### src/hw/rtl/glob_to_regex_translator_macros.svh
// Assertion macros for the translator RTL.
`ifndef GLOB_TO_REGEX_TRANSLATOR_MACROS_SVH
`define GLOB_TO_REGEX_TRANSLATOR_MACROS_SVH

`ifndef ASSERT_OFF
// Clocked check, masked while reset is held
`define G2R_ASSERT(lbl, clk, rst_n, prop, msg) \
    lbl: assert property (@(posedge clk) disable iff (!rst_n) prop) else $error(msg);
// Clocked check that also holds through reset
`define G2R_ASSERT_ALWAYS(lbl, clk, prop, msg) \
    lbl: assert property (@(posedge clk) prop) else $error(msg);
`else
`define G2R_ASSERT(lbl, clk, rst_n, prop, msg)
`define G2R_ASSERT_ALWAYS(lbl, clk, prop, msg)
`endif

`endif

### src/hw/rtl/g2r_pkg.sv
package g2r_pkg;

    // Translator mode
    typedef enum logic [2:0] {
        MODE_NORMAL    = 3'd0,
        MODE_ESCAPE    = 3'd1,
        MODE_SET_FIRST = 3'd2,
        MODE_SET_BODY  = 3'd3,
        MODE_ERROR     = 3'd4
    } t_mode;

    // Pattern status codes
    typedef logic [1:0] t_status;
    localparam t_status ST_OK        = 2'd0;
    localparam t_status ST_EMPTY_SET = 2'd1;
    localparam t_status ST_NO_CLOSE  = 2'd2;
    localparam t_status ST_BAD_ESC   = 2'd3;

    // Characters of interest
    localparam logic [7:0] CH_STAR   = 8'h2A;
    localparam logic [7:0] CH_QUEST  = 8'h3F;
    localparam logic [7:0] CH_LBRACK = 8'h5B;
    localparam logic [7:0] CH_RBRACK = 8'h5D;
    localparam logic [7:0] CH_BANG   = 8'h21;
    localparam logic [7:0] CH_CARET  = 8'h5E;
    localparam logic [7:0] CH_BSLASH = 8'h5C;
    localparam logic [7:0] CH_DOT    = 8'h2E;
    localparam logic [7:0] CH_PLUS   = 8'h2B;
    localparam logic [7:0] CH_DOLLAR = 8'h24;
    localparam logic [7:0] CH_LPAREN = 8'h28;
    localparam logic [7:0] CH_RPAREN = 8'h29;
    localparam logic [7:0] CH_LBRACE = 8'h7B;
    localparam logic [7:0] CH_RBRACE = 8'h7D;

    // Emitted count codes
    localparam logic [1:0] CNT_NONE = 2'd0;
    localparam logic [1:0] CNT_ONE  = 2'd1;
    localparam logic [1:0] CNT_TWO  = 2'd2;

    // One translated word plus the state it leaves behind
    typedef struct packed {
        logic [1:0] count;
        logic [7:0] first_byte;
        logic [7:0] second_byte;
        t_status    status;
        t_mode      mode_nx;
        t_status    err_nx;
    } t_xlate_res;

    // Regex metacharacters that need a backslash
    function automatic logic is_meta(input logic [7:0] b);
        is_meta = (b == CH_PLUS)   || (b == CH_DOT)    || (b == CH_LPAREN) ||
                  (b == CH_RPAREN) || (b == CH_LBRACE) || (b == CH_RBRACE) ||
                  (b == CH_CARET)  || (b == CH_DOLLAR);
    endfunction

endpackage

### src/hw/rtl/g2r_xlate.sv
module g2r_xlate
    import g2r_pkg::*;
(
    input  logic [7:0] i_byte,
    input  logic       i_last,
    input  t_mode      i_mode,
    input  t_status    i_err,
    output t_xlate_res o_res
);

    logic [1:0] cnt;
    logic [7:0] e0;
    logic [7:0] e1;
    t_mode      mode_nx;
    t_status    err_nx;

    // Per-mode translation of one pattern byte
    always_comb begin
        cnt     = CNT_NONE;
        e0      = 8'h00;
        e1      = 8'h00;
        mode_nx = i_mode;
        err_nx  = i_err;
        unique case (i_mode)
            MODE_NORMAL: begin
                if (i_byte == CH_STAR) begin
                    e0  = CH_DOT;
                    e1  = CH_STAR;
                    cnt = CNT_TWO;
                end else if (i_byte == CH_QUEST) begin
                    e0  = CH_DOT;
                    cnt = CNT_ONE;
                end else if (i_byte == CH_LBRACK) begin
                    e0      = CH_LBRACK;
                    cnt     = CNT_ONE;
                    mode_nx = MODE_SET_FIRST;
                end else if (i_byte == CH_BSLASH) begin
                    mode_nx = MODE_ESCAPE;
                end else if (is_meta(i_byte)) begin
                    e0  = CH_BSLASH;
                    e1  = i_byte;
                    cnt = CNT_TWO;
                end else begin
                    e0  = i_byte;
                    cnt = CNT_ONE;
                end
            end
            MODE_ESCAPE: begin
                e0      = i_byte;
                cnt     = CNT_ONE;
                mode_nx = MODE_NORMAL;
            end
            MODE_SET_FIRST: begin
                if (i_byte == CH_BANG) begin
                    e0      = CH_CARET;
                    cnt     = CNT_ONE;
                    mode_nx = MODE_SET_BODY;
                end else if (i_byte == CH_RBRACK) begin
                    err_nx  = ST_EMPTY_SET;
                    mode_nx = MODE_ERROR;
                end else begin
                    e0      = i_byte;
                    cnt     = CNT_ONE;
                    mode_nx = MODE_SET_BODY;
                end
            end
            MODE_SET_BODY: begin
                e0  = i_byte;
                cnt = CNT_ONE;
                if (i_byte == CH_RBRACK) begin
                    mode_nx = MODE_NORMAL;
                end
            end
            default: begin
                // error mode and unused codes stay silent
            end
        endcase

        // End of pattern: dangling escape or open set
        if (i_last && (err_nx == ST_OK)) begin
            if (mode_nx == MODE_ESCAPE) begin
                err_nx = ST_BAD_ESC;
                cnt    = CNT_NONE;
                e0     = 8'h00;
                e1     = 8'h00;
            end else if ((mode_nx == MODE_SET_FIRST) || (mode_nx == MODE_SET_BODY)) begin
                err_nx = ST_NO_CLOSE;
                cnt    = CNT_NONE;
                e0     = 8'h00;
                e1     = 8'h00;
            end
        end
    end

    // Result word and state for the next byte
    always_comb begin
        o_res.count       = cnt;
        o_res.first_byte  = e0;
        o_res.second_byte = e1;
        o_res.status      = err_nx;
        o_res.mode_nx     = i_last ? MODE_NORMAL : mode_nx;
        o_res.err_nx      = i_last ? ST_OK : err_nx;
    end

endmodule

### src/hw/rtl/glob_to_regex_translator.sv
// Glob-to-regex translator. Takes one wildcard pattern byte per word on the
// slave stream (tlast marks the pattern's final byte) and returns exactly one
// result word per input word on the master stream: up to two regex bytes, a
// count, and the sticky status (0 ok, 1 empty set, 2 missing ']', 3 bad
// escape) in tuser; tlast repeats the end-of-pattern flag. The status on the
// tlast word decides whether the pattern's output is usable. Throughput is one
// byte per clock while the receiver keeps tready high; each byte passes the input
// register, the single translate stage and the result register. Mode and status
// return to their reset values after each pattern's last byte.
`include "glob_to_regex_translator_macros.svh"

module glob_to_regex_translator
    import g2r_pkg::*;
(
    input  logic        i_clk,
    input  logic        i_rst_n,
    input  logic        s_axis_tvalid,
    output logic        s_axis_tready,
    input  logic [7:0]  s_axis_tdata,   // [7:0] pattern_byte
    input  logic        s_axis_tlast,   // end_of_pattern
    output logic        m_axis_tvalid,
    input  logic        m_axis_tready,
    output logic [23:0] m_axis_tdata,   // [1:0] byte_count, [9:2] first_byte,
                                        // [17:10] second_byte, [23:18] zero
    output logic        m_axis_tlast,   // pattern_done
    output logic [1:0]  m_axis_tuser    // [1:0] status
);

    logic       r_in_valid;
    logic [7:0] r_in_byte;
    logic       r_in_last;
    t_mode      r_mode;
    t_status    r_err;
    logic       r_out_valid;
    logic [1:0] r_out_count;
    logic [7:0] r_out_first;
    logic [7:0] r_out_second;
    t_status    r_out_status;
    logic       r_out_last;
    t_xlate_res w_res;
    logic       w_out_adv;
    logic       w_in_move;

    // Pipeline flow control
    assign w_out_adv     = !r_out_valid || m_axis_tready;
    assign w_in_move     = r_in_valid && w_out_adv;
    assign s_axis_tready = !r_in_valid || w_out_adv;

    // Input register
    always_ff @(posedge i_clk) begin
        if (!i_rst_n) begin
            r_in_valid <= 1'b0;
        end else if (s_axis_tready) begin
            r_in_valid <= s_axis_tvalid;
        end
    end

    always_ff @(posedge i_clk) begin
        if (s_axis_tready && s_axis_tvalid) begin
            r_in_byte <= s_axis_tdata;
            r_in_last <= s_axis_tlast;
        end
    end

    // Translate stage
    g2r_xlate u_xlate (
        .i_byte (r_in_byte),
        .i_last (r_in_last),
        .i_mode (r_mode),
        .i_err  (r_err),
        .o_res  (w_res)
    );

    // Mode and sticky status
    always_ff @(posedge i_clk) begin
        if (!i_rst_n) begin
            r_mode <= MODE_NORMAL;
            r_err  <= ST_OK;
        end else if (w_in_move) begin
            r_mode <= w_res.mode_nx;
            r_err  <= w_res.err_nx;
        end
    end

    // Result register
    always_ff @(posedge i_clk) begin
        if (!i_rst_n) begin
            r_out_valid <= 1'b0;
        end else if (w_out_adv) begin
            r_out_valid <= r_in_valid;
        end
    end

    always_ff @(posedge i_clk) begin
        if (w_in_move) begin
            r_out_count  <= w_res.count;
            r_out_first  <= w_res.first_byte;
            r_out_second <= w_res.second_byte;
            r_out_status <= w_res.status;
            r_out_last   <= r_in_last;
        end
    end

    // Output packing
    assign m_axis_tvalid = r_out_valid;
    assign m_axis_tdata  = {6'd0, r_out_second, r_out_first, r_out_count};
    assign m_axis_tlast  = r_out_last;
    assign m_axis_tuser  = r_out_status;

    // Checks
    `G2R_ASSERT(a_err_only_in_error_mode, i_clk, i_rst_n, (r_err != ST_OK) |-> (r_mode == MODE_ERROR), "sticky error outside error mode")
    `G2R_ASSERT(a_state_clears_at_end, i_clk, i_rst_n, (w_in_move && r_in_last) |=> ((r_mode == MODE_NORMAL) && (r_err == ST_OK)), "state not cleared after last byte")
    `G2R_ASSERT(a_count_range, i_clk, i_rst_n, m_axis_tvalid |-> ((m_axis_tdata[1:0] != 2'd3) && ((m_axis_tdata[1:0] != CNT_NONE) || (m_axis_tdata[9:2] == 8'h00))), "bad count or stray byte")
    `G2R_ASSERT(a_stall_backpressure, i_clk, i_rst_n, (r_in_valid && r_out_valid && !m_axis_tready) |-> !s_axis_tready, "input taken while pipeline full")
    `G2R_ASSERT_ALWAYS(a_reset_empties, i_clk, !i_rst_n |=> (!r_in_valid && !r_out_valid), "pipeline not empty after reset")

endmodule

### config.mk
export PLATFORM = sky130hd
export DESIGN_NAME = glob_to_regex_translator
export DESIGN_NICKNAME = d
export VERILOG_FILES = /design/src/hw/rtl/g2r_pkg.sv /design/src/hw/rtl/g2r_xlate.sv /design/src/hw/rtl/glob_to_regex_translator.sv
export VERILOG_INCLUDE_DIRS = /design/src /design/src/hw/rtl
export SDC_FILE = /design/constraint.sdc
export NUM_CORES = 1
export LEC_CHECK = 0
export ABC_CLOCK_PERIOD_IN_PS = 3500
export BUFFER_PORTS_ARGS = -buffer_cell sky130_fd_sc_hd__buf_2
export CORE_MARGIN = 3
export CORE_UTILIZATION = 33
export DETAILED_ROUTE_END_ITERATION = 16
export GPL_TIMING_DRIVEN = 0
export PLACE_DENSITY = 0.57
export RECOVER_POWER = 100
export SLEW_MARGIN = 40
export SYNTH_ARGS = -nofsm -noshare
export SYNTH_HDL_FRONTEND = slang
export SYNTH_SLANG_ARGS = --single-unit
### constraint.sdc
create_clock -name i_clk -period 3.5 [get_ports i_clk]
set_input_delay 0.35 -clock i_clk [delete_from_list [all_inputs] [get_ports i_clk]]
set_output_delay 0.35 -clock i_clk [all_outputs]
set_load 0.01 [all_outputs]
==> results.ini <==
[run_status]
outcome = finished clean

[clocking]
cts_buffers = 5
tritoncts = built
cts_setup_buffers = 0
clk_pin_slew_worst_paths_ns = 0.07
cts_hold_buf = 0
clock_latency_ns = 0.29
cts_max_level = 2
cts_resized = 0
root_buffer = clkbuf_8
clock-sinks = 37
clockBufferDepth = 2

[timing]
maxSlewHeadroom = 0.474
finalHoldViolCount = 0
timing.fmax_ghz = 0.418
worst_slew_pin_slew_ns = 0.789
tns_ns = 0
finClkSkew_ns = 0.00596
fin_crit_sh = 0.683
fin_ws_ns = 1.11
maxSlewViolCount = 0
setup_viol = 0
rsz0062_at_grt = no
min_period_ns = 2.39

[synthesis]
synth.avg_cell_area_um2 = 11.4
yosys_register_bits = 37
synthCells = 169
synthFlopType = edfxtp_1
yosysWarnings = 0
ys_types = 53
synth-async-reset-ratio = 0
synth_edf_count = 30
synth.cell_area_um2 = 1930
seq_area_frac_synth = 0.539

[die]
io_pins = 42
dieArea_um2 = 6810
fp-row-count = 27
start_util = 0.347
coreArea_um2 = 5570
die_h_um = 82.5
die_x_um = 82.5

[setup_path]
crit_required_ns = 3.65
end_kind = register
cp_top_family = buffers and inverters
path_max_fanout = 10
reg2reg_to = r_out_second[1]
crit_path_frequent_cell = clkbuf_1
crit_slowest_cell = nor3_1
critical_path.cell_chain = clkbuf_1 -> clkbuf_1 -> xnor2_1 -> nor3_1 -> a21oi_1 -> o21ai_0 -> and2_0
reg2reg_slack_ns = 1.11
critPathArrivalTime_ns = 2.54
worstSetupPathType = reg -> reg
reg2reg_depth = 7
worstSetupStartpointType = register
cp_num_buf_inv = 2
max_stage_delay_ns = 0.47
reg2reg_from = r_in_byte[2]

[pwr]
leakagePower_nw = 0.807
ir_drop_mv = 0.118
power.density_nw_per_um2 = 386

[finish]
final_nets = 230
antenna-diode-count = 0
drive_above_1_share = 0.161
nFillCells = 558
area_delta_synth_final_pct = 17.2

[detailed_routing]
ant_nets = 0
wirelength_um = 3910
viasPerCell = 4.93
vias = 1429
routedWlPerCell_um = 13.5
drc_errors = 0
first_pass_iters = 4
drt_iter0_drc = 109

[grt]
antenna_found_initial = 0
grt_pass1_vias = 1302
grt-ovfl-total = 0
grtUsageTotal = 0.126
grt_pass1_wl_um = 6490
grt_max_degree = 24

[flow_run]
cap_violations = 0

[placed_design]
pre_cts_ws_ns = 1.25
dp_hpwl_um = 2890
gp_congestion = 0.803
port-buffer-count = 35

[min_path]
hp-class = in -> reg
worst_hold_path.endpoint = r_in_byte[0]
hp-start = s_axis_tdata[0]
hold_depth = 1

==> cell type report <==
type / instances / area, um2 / share of cell area
Sequential cell: 37 / 1040 / 0.460
Inverter: 3 / 11.3 / 0.00497
Multi-Input combinational cell: 120 / 810 / 0.357
Clock buffer: 6 / 72.6 / 0.0320
Timing Repair Buffer: 35 / 146 / 0.0646
Clock inverter: 2 / 10.0 / 0.00442
Tap cell: 72 / 90.1 / 0.0398
Buffer: 15 / 83.8 / 0.0370
==> per-stage QoR <==
step	area, um2	util	total power [mW]	hold slack [ns]	cells
after floorplan	1950	-	0.574	0.440	175
after global placement	2220	0.398	0.604	0.453	282
after detailed placement	2220	0.398	0.605	0.463	282
after CTS	2300	0.413	0.898	0.216	290
after global routing	2260	0.406	0.922	0.222	290
final	2260	0.406	0.874	0.232	290
==> worst max path at each step <==
stage | cells after the start | endpoint | slack (ns) | startpoint
2_1_floorplan | 5 | r_out_first[4] | 1.43 | r_in_byte[4]
3_3_place_gp | 6 | r_out_first[4] | 1.23 | r_in_byte[5]
3_5_place_dp | 5 | r_out_first[4] | 1.25 | r_in_byte[4]
4_1_cts | 6 | r_out_first[4] | 1.22 | r_in_byte[5]
5_1_grt | 7 | r_out_second[3] | 0.78 | r_in_byte[2]
6_report | 7 | r_out_second[1] | 1.11 | r_in_byte[2]
==> worst reg2reg max path, stage by stage (launching register included) <==
cell	delay, ns
edfxtp_1	0.32
clkbuf_1	0.26
clkbuf_1	0.40
xnor2_1	0.11
nor3_1	0.47
a21oi_1	0.15
o21ai_0	0.37
and2_0	0.18
==> placed cells by master (no fill, tap or decap), types with 2 or more instances in the layout <==
master    count
and2_0        9
o21a_1        4
nand2_1       5
o41a_1        2
nor3_1        4
o311a_1       3
nor4b_1       2
conb_1        7
o41ai_1       2
nor4b_4       2
nor2b_1       3
clkinv_2      2
a31oi_1       2
buf_2        16
and2_1        2
o21ai_0       8
edfxtp_1     30
nor2_1       12
or4b_1        2
a21oi_1       8
a21boi_0      2
nor4bb_1      2
nand2b_1      9
and3_1        2
inv_1         3
dfxtp_1       7
nand3b_1      2
or3_1         3
clkbuf_8      5
clkbuf_1     29
buf_4         6
nand4b_1      2
==> synth_stat cells, drive strengths merged, types with 3 or more instances <==
| cell type | number | area, um2 |
|---|---|---|
| nor2 | 13 | 51.3 |
| inv | 3 | 11.3 |
| o311a | 3 | 30.0 |
| o21a | 4 | 30.0 |
| and2 | 11 | 68.8 |
| o21ai | 8 | 40.0 |
| or4b | 3 | 33.8 |
| a21oi | 8 | 43.8 |
| or3 | 3 | 18.8 |
| nor2b | 3 | 18.8 |
| nand2b | 9 | 56.3 |
| buf | 11 | 72.6 |
| edfxtp | 30 | 901 |
| dfxtp | 7 | 140 |
| clkbuf | 4 | 16.3 |
| nor4b | 4 | 65.1 |
| nor3 | 4 | 20.0 |
| nand2 | 5 | 18.8 |
==> flip-flops by register name, indices dropped and copies added, names as in the netlist <==
name and cells:
r_in_last 1, m_axis_tvalid 1, r_in_valid 1, r_out_first 8, r_out_count 2, r_out_second 8
r_mode 3, m_axis_tuser 2, r_in_byte 8, r_err 2, m_axis_tlast 1
==> logic make-up after synthesis <==
group | count (synthesis) | synth area share
xor+xnor | 1 | 0.00453
simple gates | 72 | 0.253
compound gates | 40 | 0.150
other cells | 1 | 0.00194
flops | 37 | 0.539
buf+inv | 18 | 0.0518
==> power breakdown <==
part | total (mW) | internal [mW] | switching, mW
registers | 0.508 | 0.497 | 0.0109
clock network | 0.283 | 0.138 | 0.145
logic | 0.0829 | 0.0337 | 0.0492
total | 0.874 | 0.669 | 0.205
==> routing by layer <==
metal | wire [um] | vias up | GRT usage
li1 | - | 726 | -
met1 | 1810 | 648 | 0.170
met2 | 1740 | 47 | 0.191
met3 | 272 | 8 | 0.0293
met4 | 79 | 0 | 0.0588
met5 | 0 | - | 0
Power figures use the tool's default switching activity.
